$ cat config.mk
export PLATFORM = sky130hd
export DESIGN_NAME = quadrature_decoder_velocity_top
export DESIGN_NICKNAME = d
export VERILOG_FILES = /design/src/hdl/qdv_pkg.sv /design/src/hdl/qdv_edge.sv /design/src/hdl/qdv_div.sv /design/src/hdl/quadrature_decoder_velocity_top.sv
export SDC_FILE = /design/constraint.sdc
export NUM_CORES = 1
export LEC_CHECK = 0
export ABC_CLOCK_PERIOD_IN_PS = 8600
export BUFFER_PORTS_ARGS = -buffer_cell sky130_fd_sc_hd__buf_4
export CAP_MARGIN = 20
export CORE_ASPECT_RATIO = 2
export CORE_UTILIZATION = 40
export DETAILED_ROUTE_END_ITERATION = 10
export PLACE_DENSITY = 0.66
export SLEW_MARGIN = 20
export SYNTH_ARGS = -nofsm -noshare
export SYNTH_HDL_FRONTEND = slang
export SYNTH_HIERARCHICAL = 1
export SYNTH_SLANG_ARGS = --single-unit
$ cat constraint.sdc
create_clock -name clk_i -period 8.6 [get_ports clk_i]
set_clock_uncertainty 0.1 [all_clocks]
set_input_delay 0.86 -clock clk_i [delete_from_list [all_inputs] [get_ports clk_i]]
set_output_delay 0.86 -clock clk_i [all_outputs]
set_load 0.05 [all_outputs]
$ cat src/hdl/qdv_pkg.sv
// Shared types and constants of the quadrature decoder with period velocity.
// Used by every module of the block; depends on nothing.
package qdv_pkg;

  // Fixed field widths
  localparam int unsigned POS_W       = 32;
  localparam int unsigned SPEED_W     = 32;
  localparam int unsigned STAMP_W     = 32;
  localparam int unsigned DIVIDEND_W  = 32;
  localparam int unsigned EDGE_MASK_W = 4;

  // Configuration port
  localparam int unsigned CFG_ADDR_W = 2;
  localparam int unsigned CFG_DATA_W = 32;

  localparam logic [CFG_ADDR_W-1:0] REG_EDGE_MASK = 2'd0;
  localparam logic [CFG_ADDR_W-1:0] REG_TIMEOUT   = 2'd1;
  localparam logic [CFG_ADDR_W-1:0] REG_UPS       = 2'd2;

  localparam logic [EDGE_MASK_W-1:0] EDGE_MASK_RST = 4'd1;
  localparam logic [CFG_DATA_W-1:0]  TIMEOUT_RST   = 32'd100000;
  localparam logic [DIVIDEND_W-1:0]  UPS_RST       = 32'd1000000;

  // Bit positions in the edge mask
  localparam int unsigned MASK_A_RISE = 0;
  localparam int unsigned MASK_A_FALL = 1;
  localparam int unsigned MASK_B_RISE = 2;
  localparam int unsigned MASK_B_FALL = 3;

  // Serial divider step count
  localparam int unsigned DIV_STEP_W = $clog2(DIVIDEND_W);
  localparam logic [DIV_STEP_W-1:0] DIV_LAST = DIV_STEP_W'(DIVIDEND_W - 1);

  // Speed saturation limits
  localparam logic [SPEED_W-1:0] SPEED_MAX = {1'b0, {(SPEED_W-1){1'b1}}};
  localparam logic [SPEED_W-1:0] SPEED_MIN = {1'b1, {(SPEED_W-1){1'b0}}};

  // Per-sample edge decode flags
  typedef struct packed {
    logic counted;
    logic rev;
    logic bad;
  } qdv_edge_flags_t;

  typedef enum logic [1:0] {
    ST_IDLE,
    ST_LOAD,
    ST_DIV,
    ST_DONE
  } qdv_state_e;

endpackage

$ cat src/hdl/qdv_edge.sv
// Edge decoder and position state of the quadrature decoder.
// Uses qdv_pkg for the edge mask layout and the flag struct.
module qdv_edge #(
  parameter int unsigned TIME_WIDTH  = 32,
  parameter int unsigned COUNT_WIDTH = 32
) (
  input  logic                                  clk_i,
  input  logic                                  rst_ni,
  input  logic                                  load_i,
  input  logic                                  line_a_i,
  input  logic                                  line_b_i,
  input  logic [TIME_WIDTH-1:0]                 now_i,
  input  logic [qdv_pkg::EDGE_MASK_W-1:0]       edge_mask_i,
  output logic [COUNT_WIDTH-1:0]                count_o,
  output logic                                  reverse_o,
  output logic [TIME_WIDTH-1:0]                 last_time_o,
  output logic [TIME_WIDTH-1:0]                 prior_time_o,
  output qdv_pkg::qdv_edge_flags_t              flags_o
);

  logic                     last_a_q, last_b_q;
  logic [COUNT_WIDTH-1:0]   count_q, count_d;
  logic                     reverse_q;
  logic [TIME_WIDTH-1:0]    last_time_q, prior_time_q;
  qdv_pkg::qdv_edge_flags_t flags_q, flags_d;
  logic                     a_chg, b_chg;

  // Decode the edge in this sample against the held levels
  assign a_chg = line_a_i ^ last_a_q;
  assign b_chg = line_b_i ^ last_b_q;

  always_comb begin
    flags_d.bad     = a_chg & b_chg;
    flags_d.counted = 1'b0;
    flags_d.rev     = 1'b0;
    if (!flags_d.bad && a_chg) begin
      if (line_a_i) begin
        flags_d.counted = edge_mask_i[qdv_pkg::MASK_A_RISE];
        flags_d.rev     = line_b_i;
      end else begin
        flags_d.counted = edge_mask_i[qdv_pkg::MASK_A_FALL];
        flags_d.rev     = ~line_b_i;
      end
    end else if (!flags_d.bad && b_chg) begin
      if (line_b_i) begin
        flags_d.counted = edge_mask_i[qdv_pkg::MASK_B_RISE];
        flags_d.rev     = ~line_a_i;
      end else begin
        flags_d.counted = edge_mask_i[qdv_pkg::MASK_B_FALL];
        flags_d.rev     = line_a_i;
      end
    end
  end

  // Step the count up or down
  assign count_d = flags_d.rev ? count_q - COUNT_WIDTH'(1) : count_q + COUNT_WIDTH'(1);

  // Update levels on each accepted sample, count and edge times on a counted edge
  always_ff @(posedge clk_i or negedge rst_ni) begin
    if (!rst_ni) begin
      last_a_q     <= 1'b0;
      last_b_q     <= 1'b0;
      count_q      <= '0;
      reverse_q    <= 1'b0;
      last_time_q  <= '0;
      prior_time_q <= '0;
      flags_q      <= '0;
    end else if (load_i) begin
      last_a_q <= line_a_i;
      last_b_q <= line_b_i;
      flags_q  <= flags_d;
      if (flags_d.counted) begin
        count_q      <= count_d;
        reverse_q    <= flags_d.rev;
        prior_time_q <= last_time_q;
        last_time_q  <= now_i;
      end
    end
  end

  assign count_o      = count_q;
  assign reverse_o    = reverse_q;
  assign last_time_o  = last_time_q;
  assign prior_time_o = prior_time_q;
  assign flags_o      = flags_q;

endmodule

$ cat src/hdl/qdv_div.sv
// Bit-serial restoring divider, one quotient bit per cycle.
// Uses qdv_pkg for the dividend width and the step count.
module qdv_div #(
  parameter int unsigned DIVISOR_W = 32
) (
  input  logic                            clk_i,
  input  logic                            rst_ni,
  input  logic                            start_i,
  input  logic [qdv_pkg::DIVIDEND_W-1:0]  dividend_i,
  input  logic [DIVISOR_W-1:0]            divisor_i,
  output logic                            done_o,
  output logic [qdv_pkg::DIVIDEND_W-1:0]  quotient_o
);

  localparam int unsigned DW = qdv_pkg::DIVIDEND_W;

  logic                           busy_q;
  logic [qdv_pkg::DIV_STEP_W-1:0] cnt_q;
  logic [DW-1:0]                  quo_q, quo_d;
  logic [DIVISOR_W-1:0]           rem_q, rem_d, dvs_q;
  logic [DIVISOR_W:0]             trial, diff;
  logic                           ge;

  // Trial subtract of the divisor from the shifted remainder
  assign trial = {rem_q, quo_q[DW-1]};
  assign diff  = trial - {1'b0, dvs_q};
  assign ge    = ~diff[DIVISOR_W];
  assign rem_d = ge ? diff[DIVISOR_W-1:0] : trial[DIVISOR_W-1:0];
  assign quo_d = {quo_q[DW-2:0], ge};

  // Control: load on start, count down one step per cycle
  always_ff @(posedge clk_i or negedge rst_ni) begin
    if (!rst_ni) begin
      busy_q <= 1'b0;
      cnt_q  <= '0;
    end else if (start_i) begin
      busy_q <= 1'b1;
      cnt_q  <= qdv_pkg::DIV_LAST;
    end else if (busy_q) begin
      busy_q <= (cnt_q != '0);
      cnt_q  <= cnt_q - qdv_pkg::DIV_STEP_W'(1);
    end
  end

  // Datapath: shift the dividend out as the quotient shifts in
  always_ff @(posedge clk_i) begin
    if (start_i) begin
      quo_q <= dividend_i;
      rem_q <= '0;
      dvs_q <= divisor_i;
    end else if (busy_q) begin
      quo_q <= quo_d;
      rem_q <= rem_d;
    end
  end

  assign done_o     = busy_q && (cnt_q == '0);
  assign quotient_o = quo_q;

endmodule

$ cat src/hdl/quadrature_decoder_velocity_top.sv
// Top level of the quadrature decoder with period velocity.
// Depends on qdv_pkg, qdv_edge and qdv_div.
//
//   channel  | signals                          | direction
//   ---------+----------------------------------+----------
//   input    | in_valid_i / in_stall_o          | sample word in
//   output   | out_valid_o / out_stall_i        | result word out
//   config   | cfg_we_i, cfg_addr_i, cfg_data_i | register write
//
// A word's result is formed in steps: the accepting edge updates the edge
// state, the load state checks the timeout and loads the divider, the serial
// divider runs 32 steps (one quotient bit per cycle) and the done state
// registers the result. Words are taken one at a time, so the next is accepted
// only after the last one's result is registered; a new one is accepted
// while a finished result waits on out_stall_i, and its own result then holds
// until the waiting one is taken.
// After reset the block takes words at once, with no clearing pass.
module quadrature_decoder_velocity_top #(
  parameter int unsigned TIME_WIDTH  = 32,
  parameter int unsigned COUNT_WIDTH = 32
) (
  input  logic                              clk_i,
  input  logic                              rst_ni,
  input  logic                              cfg_we_i,
  input  logic [qdv_pkg::CFG_ADDR_W-1:0]    cfg_addr_i,
  input  logic [qdv_pkg::CFG_DATA_W-1:0]    cfg_data_i,
  input  logic                              in_valid_i,
  output logic                              in_stall_o,
  input  logic                              line_a_i,
  input  logic                              line_b_i,
  input  logic [qdv_pkg::STAMP_W-1:0]       time_now_i,
  output logic                              out_valid_o,
  input  logic                              out_stall_i,
  output logic signed [qdv_pkg::POS_W-1:0]  position_o,
  output logic                              moving_reverse_o,
  output logic signed [qdv_pkg::SPEED_W-1:0] speed_o,
  output logic                              edge_counted_o,
  output logic                              bad_transition_o
);

  localparam int unsigned CMP_W = (TIME_WIDTH > qdv_pkg::CFG_DATA_W) ?
                                  TIME_WIDTH : qdv_pkg::CFG_DATA_W;

  qdv_pkg::qdv_state_e state_q, state_d;

  logic [qdv_pkg::EDGE_MASK_W-1:0] edge_mask_q;
  logic [qdv_pkg::CFG_DATA_W-1:0]  timeout_q;
  logic [qdv_pkg::DIVIDEND_W-1:0]  ups_q;

  logic                            in_acc, out_free, out_load, div_start, div_done;
  logic [TIME_WIDTH-1:0]           now_q, elapsed, period;
  logic                            timeout_hit_q, zero_period_q;
  logic [COUNT_WIDTH-1:0]          count;
  logic                            reverse;
  logic [TIME_WIDTH-1:0]           last_time, prior_time;
  qdv_pkg::qdv_edge_flags_t        flags;
  logic [qdv_pkg::DIVIDEND_W-1:0]  quotient;
  logic [qdv_pkg::SPEED_W-1:0]     speed_d;
  logic                            out_valid_q;

  // Configuration registers
  always_ff @(posedge clk_i or negedge rst_ni) begin
    if (!rst_ni) begin
      edge_mask_q <= qdv_pkg::EDGE_MASK_RST;
      timeout_q   <= qdv_pkg::TIMEOUT_RST;
      ups_q       <= qdv_pkg::UPS_RST;
    end else if (cfg_we_i) begin
      case (cfg_addr_i)
        qdv_pkg::REG_EDGE_MASK: edge_mask_q <= cfg_data_i[qdv_pkg::EDGE_MASK_W-1:0];
        qdv_pkg::REG_TIMEOUT:   timeout_q   <= cfg_data_i;
        qdv_pkg::REG_UPS:       ups_q       <= cfg_data_i[qdv_pkg::DIVIDEND_W-1:0];
        default: ;
      endcase
    end
  end

  assign in_acc   = in_valid_i && !in_stall_o;
  assign out_free = !out_valid_q || !out_stall_i;

  // Edge decode and position state
  qdv_edge #(
    .TIME_WIDTH  (TIME_WIDTH),
    .COUNT_WIDTH (COUNT_WIDTH)
  ) u_edge (
    .clk_i        (clk_i),
    .rst_ni       (rst_ni),
    .load_i       (in_acc),
    .line_a_i     (line_a_i),
    .line_b_i     (line_b_i),
    .now_i        (TIME_WIDTH'(time_now_i)),
    .edge_mask_i  (edge_mask_q),
    .count_o      (count),
    .reverse_o    (reverse),
    .last_time_o  (last_time),
    .prior_time_o (prior_time),
    .flags_o      (flags)
  );

  // Hold the sample time for the timeout check
  always_ff @(posedge clk_i) begin
    if (in_acc) begin
      now_q <= TIME_WIDTH'(time_now_i);
    end
  end

  // Elapsed time and edge period from the updated state
  assign elapsed = now_q - last_time;
  assign period  = last_time - prior_time;

  always_ff @(posedge clk_i) begin
    if (state_q == qdv_pkg::ST_LOAD) begin
      timeout_hit_q <= CMP_W'(elapsed) > CMP_W'(timeout_q);
      zero_period_q <= (period == '0);
    end
  end

  // Serial divider for scale over period
  qdv_div #(
    .DIVISOR_W (TIME_WIDTH)
  ) u_div (
    .clk_i      (clk_i),
    .rst_ni     (rst_ni),
    .start_i    (div_start),
    .dividend_i (ups_q),
    .divisor_i  (period),
    .done_o     (div_done),
    .quotient_o (quotient)
  );

  // Sign, saturate and zero the speed
  always_comb begin
    if (timeout_hit_q) begin
      speed_d = '0;
    end else if (zero_period_q) begin
      speed_d = reverse ? qdv_pkg::SPEED_MIN : qdv_pkg::SPEED_MAX;
    end else if (reverse) begin
      speed_d = quotient[qdv_pkg::DIVIDEND_W-1] ? qdv_pkg::SPEED_MIN : -quotient;
    end else begin
      speed_d = quotient[qdv_pkg::DIVIDEND_W-1] ? qdv_pkg::SPEED_MAX : quotient;
    end
  end

  // Sequencer: next state
  always_comb begin
    state_d = state_q;
    case (state_q)
      qdv_pkg::ST_IDLE: if (in_acc) state_d = qdv_pkg::ST_LOAD;
      qdv_pkg::ST_LOAD: state_d = qdv_pkg::ST_DIV;
      qdv_pkg::ST_DIV:  if (div_done) state_d = qdv_pkg::ST_DONE;
      qdv_pkg::ST_DONE: if (out_free) state_d = qdv_pkg::ST_IDLE;
      default:          state_d = qdv_pkg::ST_IDLE;
    endcase
  end

  // Sequencer: outputs
  always_comb begin
    in_stall_o = 1'b1;
    div_start  = 1'b0;
    out_load   = 1'b0;
    case (state_q)
      qdv_pkg::ST_IDLE: in_stall_o = 1'b0;
      qdv_pkg::ST_LOAD: div_start  = 1'b1;
      qdv_pkg::ST_DIV:  ;
      qdv_pkg::ST_DONE: out_load   = out_free;
      default:          ;
    endcase
  end

  always_ff @(posedge clk_i or negedge rst_ni) begin
    if (!rst_ni) begin
      state_q     <= qdv_pkg::ST_IDLE;
      out_valid_q <= 1'b0;
    end else begin
      state_q     <= state_d;
      out_valid_q <= out_load || (out_valid_q && out_stall_i);
    end
  end

  // Output word register
  always_ff @(posedge clk_i) begin
    if (out_load) begin
      position_o       <= qdv_pkg::POS_W'(count);
      moving_reverse_o <= reverse;
      speed_o          <= speed_d;
      edge_counted_o   <= flags.counted;
      bad_transition_o <= flags.bad;
    end
  end

  assign out_valid_o = out_valid_q;

endmodule

* Word level (Yosys, flattened, before mapping)
Cells that the tools add are included.
** Operators by class
- Equal/unequal tests :: 8
- Order comparisons :: 1
- Muxes and demuxes :: 24
- Bitwise logic cells :: 6
- Add/sub/neg operators :: 7
- Reduce and logical (&&, ||, !) cells :: 21
** Operators with widths (count)
- $mux 32 :: 8
- $sub 32x32->32 :: 2
- $sub 33x32->33 :: 1
- $add 32x1->32 const B :: 1
- $gt 32x32->1 :: 1
- $logic_not 32->1 :: 1
- $neg 32->32 :: 1
- $sub 32x1->32 const B :: 1
- $mux 31 :: 1
- $mux 2 :: 7
- $mux 5 :: 2
- $pmux 2 s4 :: 1
- $reduce_and 2->1 :: 4
- $eq 2x2->1 const B :: 3
- $ne 2x2->1 const B :: 3
- $logic_and 1x1->1 :: 5
- $logic_not 5->1 :: 1
- $mux 1 :: 5
- $reduce_bool 5->1 :: 1
- $sub 5x1->5 const B :: 1
- $eq 2x1->1 const B :: 2
- $logic_not 2->1 :: 2
- $logic_not 1->1 :: 3
- $not 1->1 :: 3
- other kinds (5) :: 7
** Word-level totals
- Logic and storage cells :: 93
- Output and inout port bits :: 69
- Register bits :: 375
- Bits of input ports :: 73

* Logic depth before layout (Yosys ltp)
- Depth in word-level cells :: 7
- Depth in mapped cells :: 23
- Gate-level depth less buffers :: 23

* Hierarchy
The synthesis kept the hierarchy.
** Modules (own cells, without submodules)
- quadrature_decoder_velocity_top :: area an instance 11159.5 µm², cells an instance 1073, sequential area each 4827.1 µm², times used 1
- qdv_div :: area an instance 5972.0 µm², cells an instance 586, sequential area each 2712.6 µm², times used 1
- qdv_edge :: area an instance 5646.7 µm², cells an instance 663, sequential area each 2552.4 µm², times used 1

* Least setup slack after synthesis
No wires, ideal clock.
- Kind :: input to register
- Start point :: input out_stall_i
- End point :: register bad_transition_o, enable pin
- Data required time :: 7906 ps
- Library setup time :: 594 ps
- Slack :: 2190 ps
- Buffers on the path :: 0
- Cell stages on the path :: 1
- Data arrival time :: 5715 ps
- Cell sequence :: a21boi_0
** Between the ends
- Word-level cells in the longest chain between the ends :: 3
** RTL lines
- start, declared :: line quadrature_decoder_velocity_top.sv:33 : input logic out_stall_i,
- $logic_not 1->1 :: line quadrature_decoder_velocity_top.sv:78 : assign out_free = !out_valid_q || !out_stall_i;
- $logic_or 1x1->1 :: line quadrature_decoder_velocity_top.sv:78
- $mux 1 :: line quadrature_decoder_velocity_top.sv:160 : case (state_q)
- end signal, assigned :: line quadrature_decoder_velocity_top.sv:186 : bad_transition_o <= flags.bad;
- end, declared :: line quadrature_decoder_velocity_top.sv:38 : output logic bad_transition_o
No other way between the ends.
A chain may end at the register's enable or synchronous reset.

* Worst setup path after layout
- Start point :: register u_edge.last_time_q[1] (netlist: u_edge/last_time_o[1])
- End point :: register timeout_hit_q (data pin)
** Between the ends
- Word-level cells in the longest chain between the ends :: 2
** RTL lines
- start, declared :: line qdv_edge.sv:24 : logic [TIME_WIDTH-1:0] last_time_q, prior_time_q;
- start signal, assigned :: line qdv_edge.sv:76 : last_time_q <= now_i;
- $sub 32x32->32 :: line quadrature_decoder_velocity_top.sv:107 : assign elapsed = now_q - last_time;
- $gt 32x32->1 :: line quadrature_decoder_velocity_top.sv:112 : timeout_hit_q <= CMP_W'(elapsed) > CMP_W'(timeout_q);
- end signal, assigned :: line quadrature_decoder_velocity_top.sv:112
- end, declared :: line quadrature_decoder_velocity_top.sv:52 : logic timeout_hit_q, zero_period_q;
No other way between the ends.

==> results.yml <==
status:
  status: "finished clean"
floorplan:
  core_sq_um: 56200
  start_util_pct: 40.5
  fp-row-count: 123
  die_area_sq_um: 57900
  ios: 142
  die_h_um: 339
  die_x_um: 171
route:
  wl_per_cell_um: 18.7
  drc: 0
  num_vias: 17700
  first_iter_violations: 865
  vias_per_cell: 5.52
  drt-total-wl_mm: 59.9
  ant_nets: 0
  dr.pass1.iters: 5
yosys:
  yosys_warnings: 6
  netlist_area_sq_um: 22700
  avgSynthCellArea_sq_um: 9.80
  synth_nets: 2561
  synthCells: 2320
final_layout:
  layout-drive-gt1-share_pct: 15.4
  final_cell_area_sq_um: 25800
  area_growth_pct: 13.3
  antenna_cells: 0
  final_cells: 3204
  final_util_pct: 45.9
  nets: 2665
cts:
  cts_resized: 0
  cts_inserted_buffers: 38
  cts.reportedPaths.clkPinSlew_ps: 70
  holdBufCountCts: 0
  cts_tree: "done"
  root_buffer: "clkbuf_16"
  htreeDepth: 2
  cts.sinks: 375
  insertion_delay_ps: 570
  clk_path_buf_depth: 3
  postCtsSetupBuffers: 0
job:
  cap_violations: 0
critical_path:
  crit_arrival_ps: 5050
  startpoint_type: "flip-flop"
  cp_slowest_cell: "dfrtp_1"
  end_kind: "flip-flop"
  crit_chain: "inv_1 > ha_1 > nor2b_1 > o31a_1 > o31a_1 > o21a_1 > or2_2 > a21o_1 > a21o_1 > xor2_1 > ha_1 > a21o_1 > a21o_1 > a21o_1 > a21o_1 > a21o_1 > a21o_1 > a21oi_1 > o211ai_1 > and2_1 > o31a_1"
  cp.required_ps: 8820
  timing.critical_path.fanout_max: 4
  critPathMostFrequentCell: "a21o_1"
  worstSetupPathType: "flip-flop to flip-flop"
  crit_path_max_incr_delay_ps: 420
sta:
  final_hold_viol_count: 0
  max-slew-margin-rel_pct: 32.4
  tightest_slew_ps: 1010
  min_period_ps: 4840
  rsz0062_at_grt: "no"
  post-route-period-util_pct: 56.3
  tns_ps: 0
  slew_viol_final: 0
  setup_viol: 0
  fmax_mhz: 207
global_routing:
  grt_pass1_vias: 18100
  grt_pass1_wl_mm: 95.4
  grt.overflow.total: 0
  antenna_found_initial: 5
  track_usage_pct: 20.9
  grt_max_degree: 111
power:
  cellLeakagePower_nw: 11.1
  powerDensity_nw_per_um2: 465
  ir_drop_uv: 243
placement:
  placed_cells: 3133
  dp_hpwl_mm: 44.1
  port_buffers: 141
  gp_congestion: 0.900
  place_area_sq_um: 24500
min_path:
  min_path_type: "primary input to asynchronous set/reset pin"
==> worst max-delay path: cells and delay by family, from the launching register on <==
kind                     cells  cell delay (ps)
AO/OA/AOI/OAI               14             2590
XOR/XNOR                     1              150
adder cells (fa/ha/maj)      2              550
buffers and inverters        1              170
flip-flops                   1              420
AND/OR/NAND/NOR              3              600
==> final cells by class <==
cell class	count	area (sq um)
clock buffers	52	1050
flip-flops and latches	375	10100
clock inverters	18	231
fillers	5278	30400
repair buffers	155	1190
well taps	750	938
multi-input cells	1683	11600
inverters	171	642
==> state kept, by name, indices dropped and copies added (netlist names), 2 cells and up <==
signal	count
u_div/quotient_o	32
u_div/cnt_q	5
u_div/dvs_q	32
u_edge/prior_time_o	32
timeout_q	32
u_edge/count_o	32
edge_mask_q	4
ups_q	32
u_div/rem_q	32
u_edge/last_time_o	32
speed_o	32
position_o	32
state_q	2
now_q	32
u_edge/flags_o	2
==> worst paths after layout <==
kind	from	to	slack [ps]	cells past startpoint
worst max-delay path	u_edge/last_time_o[1]	timeout_hit_q	3760	21
worst min register to register	u_edge/flags_o[0]	bad_transition_o	350	0
worst min-delay path	rst_ni	u_edge/count_o[21]	270	1
max in group asynchronous	rst_ni	ups_q[26]	6640	2
worst max register to register	u_edge/last_time_o[1]	timeout_hit_q	3760	21
min in group clk_i	u_edge/flags_o[0]	bad_transition_o	350	0
==> cell usage in the layout (no fill, tap or decap), types with 19 or more instances in the layout <==
| cell | n |
|---|---|
| a211oi_1 | 33 |
| nand3_1 | 40 |
| nand2b_1 | 19 |
| nor2_1 | 166 |
| o21ai_0 | 90 |
| nor3_1 | 37 |
| nand2_1 | 324 |
| inv_1 | 170 |
| mux2i_1 | 20 |
| mux2_2 | 103 |
| buf_4 | 153 |
| o21a_1 | 22 |
| clkbuf_16 | 39 |
| xnor2_1 | 94 |
| a21oi_1 | 129 |
| a21o_1 | 60 |
| edfxtp_1 | 165 |
| and3_1 | 23 |
| xor2_1 | 34 |
| dfxtp_1 | 32 |
| a31oi_1 | 25 |
| ha_1 | 163 |
| dfrtp_1 | 163 |
| nand4_1 | 32 |
==> power breakdown <==
group	switching (mW)	total [mW]	internal, mW
Clock	0.743	1.76	1.02
Sequential	0.495	3.28	2.78
Combinational	4.19	6.93	2.75
Total	5.43	12.0	6.54
==> per-layer routing <==
layer	GRT usage [%]	part of all wire (%)	vias up
li1	-	-	8476
met2	39.4	54	398
met3	3.58	4.5	134
met4	10.4	5.0	10
met1	21.8	36	8662
met5	0	0.12	-
==> through the flow <==
step                power [mW]  hold WS, ps  setup slack, ps
floorplan                 8.43          325             2190
global placement          10.0          335             3830
finish                    12.0          274             3760
global route              12.9          362             3510
detailed placement        10.2          338             3820
CTS                       12.0          355             3790
No activity file was read; power rests on OpenSTA's default activity.
